File: config.mk
export PLATFORM = sky130hd
export DESIGN_NAME = fts_update
export DESIGN_NICKNAME = d
export VERILOG_FILES = /design/src/hdl/fts_pkg.sv /design/src/hdl/fts_update.sv
export SDC_FILE = /design/constraint.sdc
export NUM_CORES = 1
export LEC_CHECK = 0
export BUFFER_PORTS_ARGS = -buffer_cell sky130_fd_sc_hd__buf_2
export CORE_MARGIN = 3
export CORE_UTILIZATION = 36
export CTS_CLUSTER_SIZE = 14
export DETAILED_ROUTE_END_ITERATION = 7
export PLACE_DENSITY_LB_ADDON = 0.2
export SYNTH_ARGS = -nofsm -noshare
export SYNTH_HDL_FRONTEND = slang
export SYNTH_SLANG_ARGS = --single-unit
File: constraint.sdc
create_clock -name clk -period 8.7 [get_ports clk]
set_clock_uncertainty 0.15 [all_clocks]
set_input_delay 0.435 -clock clk [delete_from_list [all_inputs] [get_ports clk]]
set_output_delay 0.435 -clock clk [all_outputs]
set_load 0.02 [all_outputs]
File: src/hdl/fts_pkg.sv
// Shared types and constants of the flight time route splitter.
// Depends on nothing; every other file of the block uses it.
package fts_pkg;

  localparam int NODE_COUNT = 64;
  localparam int NODE_BITS  = $clog2(NODE_COUNT);
  localparam int PAIR_BITS  = 2 * NODE_BITS;
  localparam int DIST_BITS  = 16;
  localparam int TIME_W     = 24;
  localparam int SUM_W      = 32;
  localparam int FLT_W      = 10;
  localparam int MID_W      = 10;
  localparam int CMD_W      = 2;
  localparam int OWN_W      = DIST_BITS + 2;

  typedef enum logic [CMD_W-1:0] {
    CMD_NODE_LOAD = 2'd0,
    CMD_BASE_LOAD = 2'd1,
    CMD_MISSION   = 2'd2
  } cmd_t;

  // One accepted input item, as seen by the table stage.
  typedef struct packed {
    logic [CMD_W-1:0]     command;
    logic [NODE_BITS-1:0] from_node;
    logic [NODE_BITS-1:0] to_node;
    logic [DIST_BITS-1:0] distance_value;
    logic [MID_W-1:0]     mission_id;
    logic                 last_mission;
  } in_item_t;

  // Pipeline control from the top level.
  typedef struct packed {
    logic node_wr;
    logic base_wr;
    logic mission_acc;
    logic rd_en;
    logic upd_en;
  } pipe_ctl_t;

  // Registered table read data and sideband of the mission in the read stage.
  typedef struct packed {
    logic [MID_W-1:0]     mission_id;
    logic                 last_mission;
    logic [DIST_BITS-1:0] base_pick;
    logic [DIST_BITS-1:0] base_drop;
    logic [DIST_BITS-1:0] node_leg;
    logic [DIST_BITS-1:0] node_hop;
  } rd_data_t;

  // Rewrite of the return leg when the base distance of the last drop is reloaded.
  typedef struct packed {
    logic                 en;
    logic [DIST_BITS-1:0] value;
  } back_fix_t;

  // Result of the update stage, before the total is formed.
  typedef struct packed {
    logic [MID_W-1:0]  mission_id;
    logic [FLT_W-1:0]  flight_number;
    logic              starts_flight;
    logic [TIME_W-1:0] closed_time;
    logic [TIME_W-1:0] current_time;
    logic [SUM_W-1:0]  closed_sum;
    logic              last_mission;
  } upd_res_t;

  typedef struct packed {
    logic started;
  } upd_status_t;

endpackage

File: src/hdl/fts_update.sv
// Flight update stage: running flight time, closed sum and flight counter.
// Depends on fts_pkg.
module fts_update (
  input  logic                       clk,
  input  logic                       rst_n,
  input  logic                       upd_en,
  input  logic [fts_pkg::TIME_W-1:0] max_time,
  input  fts_pkg::rd_data_t          rd,
  input  fts_pkg::back_fix_t         back_fix,
  output fts_pkg::upd_res_t          res,
  output fts_pkg::upd_status_t       status
);
  import fts_pkg::*;

  logic [TIME_W-1:0]    acc_r, acc_nxt;
  logic [SUM_W-1:0]     sum_r, sum_nxt;
  logic [FLT_W-1:0]     cnt_r, cnt_nxt;
  logic                 started_r, started_nxt;
  logic [DIST_BITS-1:0] back_r, back_nxt;
  upd_res_t             res_r, res_nxt;

  logic [TIME_W-1:0]    back_ext;
  logic [TIME_W-1:0]    trimmed;
  logic [TIME_W:0]      grown;
  logic [TIME_W-1:0]    grown_sat;
  logic [OWN_W-1:0]     own;
  logic [SUM_W:0]       sum_raw;
  logic [SUM_W-1:0]     sum_sat;

  always_comb begin
    back_ext  = TIME_W'(back_r);
    trimmed   = (acc_r >= back_ext) ? (acc_r - back_ext) : '0;
    grown     = (TIME_W+1)'(trimmed) + (TIME_W+1)'(rd.node_hop)
              + (TIME_W+1)'(rd.node_leg) + (TIME_W+1)'(rd.base_drop);
    grown_sat = grown[TIME_W] ? '1 : grown[TIME_W-1:0];
    own       = OWN_W'(rd.base_pick) + OWN_W'(rd.node_leg) + OWN_W'(rd.base_drop);
    sum_raw   = (SUM_W+1)'(sum_r) + (SUM_W+1)'(acc_r);
    sum_sat   = sum_raw[SUM_W] ? '1 : sum_raw[SUM_W-1:0];
  end

  always_comb begin
    acc_nxt     = acc_r;
    sum_nxt     = sum_r;
    cnt_nxt     = cnt_r;
    started_nxt = started_r;
    back_nxt    = back_r;
    res_nxt     = res_r;
    if (upd_en) begin
      res_nxt.closed_time   = '0;
      res_nxt.starts_flight = 1'b1;
      if (!started_r) begin
        acc_nxt = TIME_W'(own);
        cnt_nxt = '0;
      end else if (grown_sat <= max_time) begin
        acc_nxt               = grown_sat;
        res_nxt.starts_flight = 1'b0;
      end else begin
        res_nxt.closed_time = acc_r;
        sum_nxt             = sum_sat;
        cnt_nxt             = cnt_r + FLT_W'(1);
        acc_nxt             = TIME_W'(own);
      end
      res_nxt.mission_id    = rd.mission_id;
      res_nxt.flight_number = cnt_nxt;
      res_nxt.current_time  = acc_nxt;
      res_nxt.closed_sum    = sum_nxt;
      res_nxt.last_mission  = rd.last_mission;
      started_nxt           = 1'b1;
      back_nxt              = rd.base_drop;
      if (rd.last_mission) begin
        acc_nxt     = '0;
        sum_nxt     = '0;
        cnt_nxt     = '0;
        started_nxt = 1'b0;
      end
    end
    // A base load accepted at this edge is younger than the mission above.
    if (back_fix.en) begin
      back_nxt = back_fix.value;
    end
  end

  always_ff @(posedge clk) begin
    if (!rst_n) begin
      acc_r     <= '0;
      sum_r     <= '0;
      cnt_r     <= '0;
      started_r <= 1'b0;
    end else begin
      acc_r     <= acc_nxt;
      sum_r     <= sum_nxt;
      cnt_r     <= cnt_nxt;
      started_r <= started_nxt;
    end
  end

  always_ff @(posedge clk) begin
    back_r <= back_nxt;
    res_r  <= res_nxt;
  end

  assign res            = res_r;
  assign status.started = started_r;

endmodule

==> results of run 1 <==
-- critical path, delay by kind of cell, from the launching register on --
kind	cells	cell delay (ns)
buf+inv	5	0.87
simple gates	10	2.58
flops	1	0.32
compound gates	11	2.44
fa+ha+maj	5	1.63
-- metal layers --
layer,vias up,wire (microns),global-route usage [%]
li1,5405,-,-
met4,0,750,5.20
met1,5319,19000,28.8
met3,43,2010,3.46
met5,-,0,0
met2,297,18000,32.2
-- report_power, final --
part | internal, mW | total (mW) | switching [mW]
Clock | 0.403 | 0.786 | 0.383
Combinational | 0.724 | 1.88 | 1.16
Sequential | 1.04 | 1.08 | 0.0482
-- worst min-delay path by stage --
stage | start | endpoint | depth (start not counted)
after floorplan | sum_r[22] | sum_r[22] | 2
after global placement | sum_r[22] | sum_r[22] | 2
after detailed placement | sum_r[22] | sum_r[22] | 2
after CTS | rd[64] | res[0] | 1
after global routing | rd[64] | res[0] | 1
final | rd[64] | res[0] | 1
-- cells by family (layout without fill, tap and decap cells) --
kind of cell | after synthesis | count (layout) | share of synthesized area (%)
simple gates | 393 | 393 | 14.4
compound gates | 375 | 375 | 20.3
flops | 185 | 185 | 37.0
fa+ha+maj | 150 | 150 | 17.1
buf+inv | 149 | 401 | 4.39
xor+xnor | 71 | 71 | 4.71
mux | 24 | 24 | 2.02
-- flip-flops by register name, indices dropped and copies added, names as in the netlist --
| register | count |
|---|---|
| back_r | 16 |
| status | 1 |
| acc_r | 24 |
| res | 102 |
| cnt_r | 10 |
| sum_r | 32 |
-- synth_stat cells, types with 16 or more instances --
master and n:
xnor2_1 40, o21ai_0 53, nand2_1 98, ha_1 99
and2_1 32, a21o_1 37, inv_1 111, mux2_2 21
a21oi_1 100, o21a_1 16, a22o_1 30, nor3_1 34
edfxtp_1 118, dfxtp_1 67, fa_1 51, nand3_1 26
xor2_1 31, clkbuf_1 30, nor2_1 120
-- cell type report --
| type | instances | area [sq um] | area share, % |
|---|---|---|---|
| clock buffers | 18 | 429 | 2.74 |
| well taps | 461 | 577 | 3.68 |
| flip-flops and latches | 185 | 4880 | 31.2 |
| multi-input cells | 1013 | 7800 | 49.8 |
| clock inverters | 14 | 140 | 0.895 |
| repair inverters | 1 | 5.00 | 0.0320 |
| inverters | 112 | 424 | 2.71 |
| repair buffers | 256 | 1400 | 8.94 |
-- timing repair --
| item | 4_1_cts | 5_1_grt |
|---|---|---|
| hold endpoints to repair | 10 | 0 |
| setup buffers | 0 | 5 |
| cloned | 0 | 1 |
| hold buffers | 10 | 0 |
| gates resized for setup | 2 | 15 |
| setup endpoints to repair | 2 | 152 |
| pin swaps | 0 | 1 |
==> flow_metrics.env, run 1 <==
export IMPL_netlist_area_sq_um=13200
export IMPL_postSynthAreaPerCell_sq_um=9.79
export IMPL_synth_cells=1347
export IMPL_synth_fp_nets=1616
export IMPL_grt_total_usage_pct=20.3
export IMPL_cap_violations=0
export IMPL_synth_edff_count=118
export IMPL_cts_tree="yes"
export IMPL_reg2reg_from="acc_r[0]"
export IMPL_gp_congestion=0.955
export IMPL_hold_path_class="in2reg"
export IMPL_async_reset_ff_share_pct=0
export IMPL_hpwl_microns=31000
export IMPL_die_area_sq_um=39000
export IMPL_ant_nets=0
export IMPL_final_cell_mix="buf_2 (220), edfxtp_1 (118), nor2_1 (117)"
export IMPL_synth_warnings=0
export IMPL_leakagePower_nw=6.93
export IMPL_max_stage_delay_ns=0.55
export IMPL_cts_sinks=185
export IMPL_design_area_sq_um=15700
export IMPL_portBuffers=221
export IMPL_critical_path_class="reg2reg"
export IMPL_start_util_pct=36.8
export IMPL_rrSetupSlack_ns=0.44
export IMPL_r2r_end="res[34]"
export IMPL_drt_iter0_markers=712
export IMPL_drv_slew=0
export IMPL_clk_latency_ns=0.47
export IMPL_stdcell_count=2060
export IMPL_dp_cells=2012
export IMPL_antennaDiodeCount=0
export IMPL_fin_ws_ns=0.439
export IMPL_viasPerCell=5.37
export IMPL_htree_levels=4
export IMPL_cp_max_fo=18
export IMPL_io_pins=222
export IMPL_final_util_pct=43.7
export IMPL_drc=0
export IMPL_synth_cell_types=81
export IMPL_worstSetupStartpoint="acc_r[0]"
export IMPL_tightest_slew_ns=1.34
export IMPL_p_total_mw=3.75
export IMPL_dpl_cell_area_sq_um=14900
export IMPL_drive_above_1_share_pct=21.3
export IMPL_fin_setup_tns_ns=0
export IMPL_powerDensity_nw_per_um2=239
export IMPL_synth_main_ff_cell="edfxtp_1"
export IMPL_worst_ir_drop_vdd_v=0.000139
export IMPL_grt_pass1_vias=10979
export IMPL_drt_total_wl_microns=39700
export IMPL_end_kind="flop"
export IMPL_crit_end="res[34]"
export IMPL_nNetsFinal=1855
export IMPL_num_rows=69
export IMPL_max_freq_mhz=121
export IMPL_holdWs_ns=0.0951
export IMPL_synth_area_leaders="edfxtp_1 (27%), dfxtp_1 (10%), ha_1 (9.4%)"
export IMPL_cts_root_buf="clkbuf_16"
export IMPL_finalSetupViolCount=0
export IMPL_path_common_cell="ha_1"
export IMPL_grt_max_degree=63
export IMPL_syn_to_final_growth_pct=18.8
export IMPL_via_count=11064
export IMPL_clock_path_buffers=2
export IMPL_synth_top_cell_area_share_pct=26.9
export IMPL_r2r_cells=31
export IMPL_slowest_stage="or4_1"
export IMPL_synth_top_area_cell="edfxtp_1"
export IMPL_dieHeight_microns=197
export IMPL_layout_cells_most_common="buf_2"
export IMPL_grt_pass1_wl_microns=61100
export IMPL_min_period_ns=8.26
export IMPL_core_area_sq_um=35800
export IMPL_synth_seq_cells=185
export IMPL_drt_first_pass_iters=5
export IMPL_antenna_found_initial=0
export IMPL_grt_ovfl_total=0
export IMPL_die_w_microns=197
export IMPL_wl_per_cell_microns=19.3
export IMPL_cp_start_kind="flop"
export IMPL_rsz0062_at_grt="no"
export IMPL_clk_pin_slew_ns=0.07
export IMPL_nFillCells=3456
export IMPL_crit_arrival_ns=8.30
export IMPL_outcome="finished clean"
export IMPL_maxSlewHeadroom_pct=9.33
export IMPL_finalCritPeriodShare_pct=95.0
export IMPL_crit_required_ns=8.74
export IMPL_ys_seq_area_share_pct=37.0
export IMPL_cts_buffers=17
export IMPL_hold_viol=0
export IMPL_dpl_worst_slack_ns=-0.0862
(Power assumes the default switching activity.)
==> run 2: changes to the inputs <==
--- a/config.mk
+++ b/config.mk
@@ -5,6 +5,7 @@
 export SDC_FILE = /design/constraint.sdc
 export NUM_CORES = 1
 export LEC_CHECK = 0
+export ABC_AREA = 1
 export BUFFER_PORTS_ARGS = -buffer_cell sky130_fd_sc_hd__buf_2
 export CORE_MARGIN = 3
 export CORE_UTILIZATION = 36
==> flow_metrics.env, run 2 <==
export IMPL_outcome="finished clean"
export IMPL_p_total_mw=3.57
export IMPL_dieHeight_microns=201
export IMPL_nFillCells=3787
export IMPL_synth_edff_count=118
export IMPL_ant_nets=0
export IMPL_synth_main_ff_cell="edfxtp_1"
export IMPL_synth_top_cell_area_share_pct=25.9
export IMPL_design_area_sq_um=16100
export IMPL_finalSetupViolCount=0
export IMPL_cts_root_buf="clkbuf_16"
export IMPL_grt_max_degree=68
export IMPL_die_w_microns=201
export IMPL_ys_top_cells_by_count="nand2_1 (483), inv_1 (235), a21oi_1 (171)"
export IMPL_max_stage_delay_ns=0.45
export IMPL_postSynthAreaPerCell_sq_um=7.82
export IMPL_grt_pass1_vias=12068
export IMPL_synth_seq_cells=185
export IMPL_ys_seq_area_share_pct=35.6
export IMPL_antenna_found_initial=0
export IMPL_leakagePower_nw=7.33
export IMPL_cap_violations=0
export IMPL_drt_total_wl_microns=44600
export IMPL_htree_levels=4
export IMPL_dp_cells=2447
export IMPL_slowest_stage="fa_1"
export IMPL_gp_congestion=0.973
export IMPL_r2r_cells=34
export IMPL_synth_cell_types=46
export IMPL_cp_max_fo=37
export IMPL_postCtsSetupRepairBufs=0
export IMPL_cts_buffers=17
export IMPL_synth_fp_nets=2021
export IMPL_drv_slew=0
export IMPL_async_reset_ff_share_pct=0
export IMPL_clock_path_buffers=2
export IMPL_r2r_end="res[33]"
export IMPL_core_area_sq_um=37000
export IMPL_final_cell_mix="nand2_1 (483), inv_1 (232), buf_2 (220)"
export IMPL_powerDensity_nw_per_um2=222
export IMPL_largest_register_ffs=102
export IMPL_max_freq_mhz=125
export IMPL_drt_first_pass_iters=7
export IMPL_cts_tree="yes"
export IMPL_stdcell_count=2490
export IMPL_tightest_slew_ns=0.807
export IMPL_syn_to_final_growth_pct=17.6
export IMPL_fin_ws_ns=0.694
export IMPL_hold_path_class="in2reg"
export IMPL_start_util_pct=37.0
export IMPL_cp_start_kind="flop"
export IMPL_min_period_ns=8.01
export IMPL_die_area_sq_um=40400
export IMPL_synth_cells=1752
export IMPL_yosysMostFrequentCell="nand2_1"
export IMPL_grt_total_usage_pct=21.6
export IMPL_cts_sinks=185
export IMPL_maxSlewHeadroom_pct=46.2
export IMPL_rrSetupSlack_ns=0.69
export IMPL_final_util_pct=43.5
export IMPL_antennaDiodeCount=0
export IMPL_worst_ir_drop_vdd_v=0.000139
export IMPL_crit_required_ns=8.77
export IMPL_end_kind="flop"
export IMPL_synth_area_leaders="edfxtp_1 (26%), nand2_1 (13%), dfxtp_1 (9.8%)"
export IMPL_hpwl_microns=35800
export IMPL_drt_iter0_markers=847
export IMPL_grt_pass1_wl_microns=68100
export IMPL_holdWs_ns=0.0454
export IMPL_hold_viol=0
export IMPL_drive_above_1_share_pct=15.4
export IMPL_dpl_worst_slack_ns=0.654
export IMPL_layout_cells_most_common="nand2_1"
export IMPL_num_rows=70
export IMPL_synth_warnings=0
export IMPL_drc=0
export IMPL_hold_start="rd[64]"
export IMPL_wl_per_cell_microns=17.9
export IMPL_grt_ovfl_total=0
export IMPL_via_count=12447
export IMPL_finalCritPeriodShare_pct=92.0
export IMPL_viasPerCell=5.00
export IMPL_hold_depth=1
export IMPL_path_common_cell="nand2_1"
export IMPL_synth_top_area_cell="edfxtp_1"
export IMPL_dpl_cell_area_sq_um=15400
export IMPL_fin_setup_tns_ns=0
export IMPL_critical_path_class="reg2reg"
export IMPL_crit_arrival_ns=8.08
export IMPL_clk_pin_slew_ns=0.09
export IMPL_io_pins=222
export IMPL_clk_latency_ns=0.47
export IMPL_portBuffers=221
export IMPL_holdPathEnd="res[0]"
export IMPL_reg2reg_from="acc_r[0]"
export IMPL_rsz0062_at_grt="no"
export IMPL_netlist_area_sq_um=13700
export IMPL_nNetsFinal=2242
[run 2: changes by cell type after synthesis, moves of 29 or more]
cell / change
a21o_1: -34
a21oi_1: +71
a22o_1: -29
inv_1: +124
nand2_1: +385
nand3_1: +66
[run 2: repair_timing]
item	in CTS	in global routing
gates resized for setup	0	3
hold endpoints to repair	10	0
setup endpoints to repair	0	30
hold buffers	10	0
[run 2: kinds of logic after synthesis]
| group | count (synthesis) | synth area share, % |
|---|---|---|
| and+or+nand+nor | 784 | 24.3 |
| AOI/OAI and AO/OA | 291 | 11.9 |
| buffers and inverters | 282 | 7.91 |
| DFF | 185 | 35.6 |
| adders and majority gates | 150 | 16.5 |
| xor gates and xnor gates | 60 | 3.83 |
[run 2: power breakdown]
group | internal (mW) | switching (mW)
combinational | 0.574 | 1.09
sequential | 1.02 | 0.0510
clock | 0.401 | 0.431
[run 2: area by class of cell]
type                            count  area [sq um]  share of cell area [%]
Tap cell                          504           631                    3.91
Inverter                          238           897                    5.57
Clock inverter                     15           204                    1.27
Timing Repair inverter              1          7.51                  0.0466
Multi-Input combinational cell   1285          7750                    48.1
Sequential cell                   185          4880                    30.3
Clock buffer                       17           425                    2.64
Timing Repair Buffer              245          1310                    8.15
[run 2: critical path, delay by kind of cell, from the launching register on]
family / cells / cell delay (ns)
AOI/OAI and AO/OA: 2 / 0.40
DFF: 1 / 0.33
adders and majority gates: 5 / 1.59
and+or+nand+nor: 22 / 4.27
buffers and inverters: 5 / 1.02
[run 2: worst max-delay path by stage]
| stage | from | end | slack, ns | cells after the start |
|---|---|---|---|---|
| global route | acc_r[0] | acc_r[2] | 0.05 | 35 |
| global placement | acc_r[0] | acc_r[2] | 0.93 | 34 |
| detailed placement | acc_r[0] | res[33] | 0.65 | 34 |
| finish | acc_r[0] | res[33] | 0.69 | 34 |
| CTS | acc_r[0] | acc_r[2] | 0.60 | 34 |
| floorplan | acc_r[0] | res[40] | 1.94 | 41 |
[run 2: per-layer routing]
layer | vias up | track usage [%] | wire length [microns]
met5 | - | 0 | 0
met2 | 383 | 37.0 | 21500
met1 | 5805 | 28.4 | 19600
li1 | 6207 | - | -
met3 | 52 | 3.33 | 2540
met4 | 0 | 6.47 | 1050
==> run 3: changes to the inputs <==
--- a/config.mk
+++ b/config.mk
@@ -5,8 +5,10 @@
 export SDC_FILE = /design/constraint.sdc
 export NUM_CORES = 1
 export LEC_CHECK = 0
-export ABC_AREA = 1
 export BUFFER_PORTS_ARGS = -buffer_cell sky130_fd_sc_hd__buf_2
+export CELL_PAD_IN_SITES_DETAIL_PLACEMENT = 0
+export CELL_PAD_IN_SITES_GLOBAL_PLACEMENT = 1
+export CORE_ASPECT_RATIO = 1.1
 export CORE_MARGIN = 3
 export CORE_UTILIZATION = 36
 export CTS_CLUSTER_SIZE = 14
==> flow_metrics.env, run 3 (same netlist as run 1, synthesis figures left out) <==
export IMPL_outcome="finished clean"
export IMPL_final_cell_mix="buf_2 (220), nor2_1 (118), edfxtp_1 (118)"
export IMPL_p_total_mw=3.78
export IMPL_worst_ir_drop_vdd_v=0.000130
export IMPL_grt_ovfl_total=0
export IMPL_cts_buffers=17
export IMPL_io_pins=222
export IMPL_hold_start="rd[67]"
export IMPL_finalSetupViolCount=0
export IMPL_dpl_cell_area_sq_um=15000
export IMPL_grt_pass1_wl_microns=62100
export IMPL_portBuffers=221
export IMPL_num_rows=72
export IMPL_clock_path_buffers=2
export IMPL_clk_pin_slew_ns=0.08
export IMPL_crit_required_ns=8.74
export IMPL_dpl_worst_slack_ns=-0.0272
export IMPL_critical_path_class="reg2reg"
export IMPL_design_area_sq_um=15700
export IMPL_fin_ws_ns=0.413
export IMPL_hold_viol=0
export IMPL_grt_max_degree=62
export IMPL_syn_to_final_growth_pct=19.3
export IMPL_holdPathEnd="res[94]"
export IMPL_clk_latency_ns=0.45
export IMPL_wl_per_cell_microns=19.6
export IMPL_cp_max_fo=18
export IMPL_viasPerCell=5.30
export IMPL_largest_register_ffs=102
export IMPL_drc=0
export IMPL_tightest_slew_ns=1.23
export IMPL_max_stage_delay_ns=0.55
export IMPL_r2r_cells=31
export IMPL_final_util_pct=44.1
export IMPL_max_freq_mhz=121
export IMPL_reg2reg_from="acc_r[0]"
export IMPL_nNetsFinal=1859
export IMPL_start_util_pct=37.0
export IMPL_cts_tree="yes"
export IMPL_cap_violations=0
export IMPL_drv_slew=0
export IMPL_antenna_found_initial=1
export IMPL_grt_total_usage_pct=20.7
export IMPL_slowest_stage="or4_1"
export IMPL_maxSlewHeadroom_pct=16.6
export IMPL_r2r_end="res[50]"
export IMPL_hpwl_microns=32100
export IMPL_drt_total_wl_microns=40700
export IMPL_drive_above_1_share_pct=21.7
export IMPL_via_count=11046
export IMPL_cts_sinks=185
export IMPL_die_area_sq_um=39000
export IMPL_cp_top_family="compound AO/OA/AOI/OAI gates"
export IMPL_cp_num_buf_inv=6
export IMPL_core_area_sq_um=35700
export IMPL_drt_first_pass_iters=5
export IMPL_min_period_ns=8.29
export IMPL_grt_pass1_vias=10917
export IMPL_finalCritPeriodShare_pct=95.3
export IMPL_drt_iter0_markers=701
export IMPL_end_kind="flop"
export IMPL_cp_start_kind="flop"
export IMPL_powerDensity_nw_per_um2=241
export IMPL_crit_arrival_ns=8.33
export IMPL_antennaDiodeCount=0
export IMPL_ant_nets=0
export IMPL_die_w_microns=188
export IMPL_htree_levels=4
export IMPL_hold_depth=1
export IMPL_layout_cells_most_common="buf_2"
export IMPL_cts_root_buf="clkbuf_16"
export IMPL_hold_path_class="in2reg"
export IMPL_dieHeight_microns=207
export IMPL_rrSetupSlack_ns=0.41
export IMPL_leakagePower_nw=6.98
export IMPL_gp_congestion=0.894
run 3: power by group:
group | internal, mW | leakage [nW] | total, mW | switching (mW)
clock | 0.407 | 0.288 | 0.791 | 0.384
sequential | 1.04 | 1.73 | 1.08 | 0.0448
combinational | 0.728 | 4.96 | 1.91 | 1.19
total | 2.17 | 6.98 | 3.78 | 1.61
run 3: repair_timing:
item                                    CTS  global route
buffers inserted                          0             6
hold buffers                              7             0
pin swaps                                 0             0
resized for setup                         1            17
endpoints found under the hold margin     7             0
endpoints found under the setup margin    1           102
gates cloned                              0             0
run 3: worst max-delay path by stage:
stage	from	to	cells past startpoint	slack (ns)
2_1_floorplan	acc_r[0]	res[37]	33	0.59
3_3_place_gp	acc_r[0]	res[50]	30	0.32
3_5_place_dp	acc_r[0]	res[29]	31	-0.03
4_1_cts	acc_r[0]	res[28]	33	0.07
5_1_grt	acc_r[0]	res[30]	30	-0.005
6_report	acc_r[0]	res[50]	31	0.41
run 3: through the flow:
step                      cells   TNS, ns  hold WS (ns)
final                      2084         0        0.0190
after global routing       2084  -0.00476       0.00880
after CTS                  2078         0       0.00177
after detailed placement   2039   -0.0272         0.316
after global placement     2039         0         0.307
after floorplan            1347         0         0.285
run 3: worst register-to-register path: cells and delay by family, from the launching register on:
| family | cells | cell delay, ns |
|---|---|---|
| compound gates | 12 | 2.95 |
| simple gates | 8 | 2.12 |
| fa+ha+maj | 5 | 1.64 |
| buf+inv | 6 | 0.85 |
| flops | 1 | 0.32 |
run 3: layer usage:
metal | GRT usage (%) | share of wire (%) | up-vias | routed length, microns
li1 | - | - | 5422 | -
met4 | 5.83 | 1.6 | 0 | 639
met1 | 29.1 | 48 | 5261 | 19400
met2 | 34.1 | 46 | 339 | 18800
met3 | 2.25 | 4.9 | 24 | 1980
met5 | 0 | 0 | - | 0
run 3: cell type report:
class | instances | area (sq um)
multi-input combinational | 1013 | 7810
fill | 3542 | 19900
clock inverter | 15 | 154
tap | 481 | 602
clock buffer | 17 | 425
timing repair buffer | 261 | 1430
inverter | 112 | 424
sequential | 185 | 4880
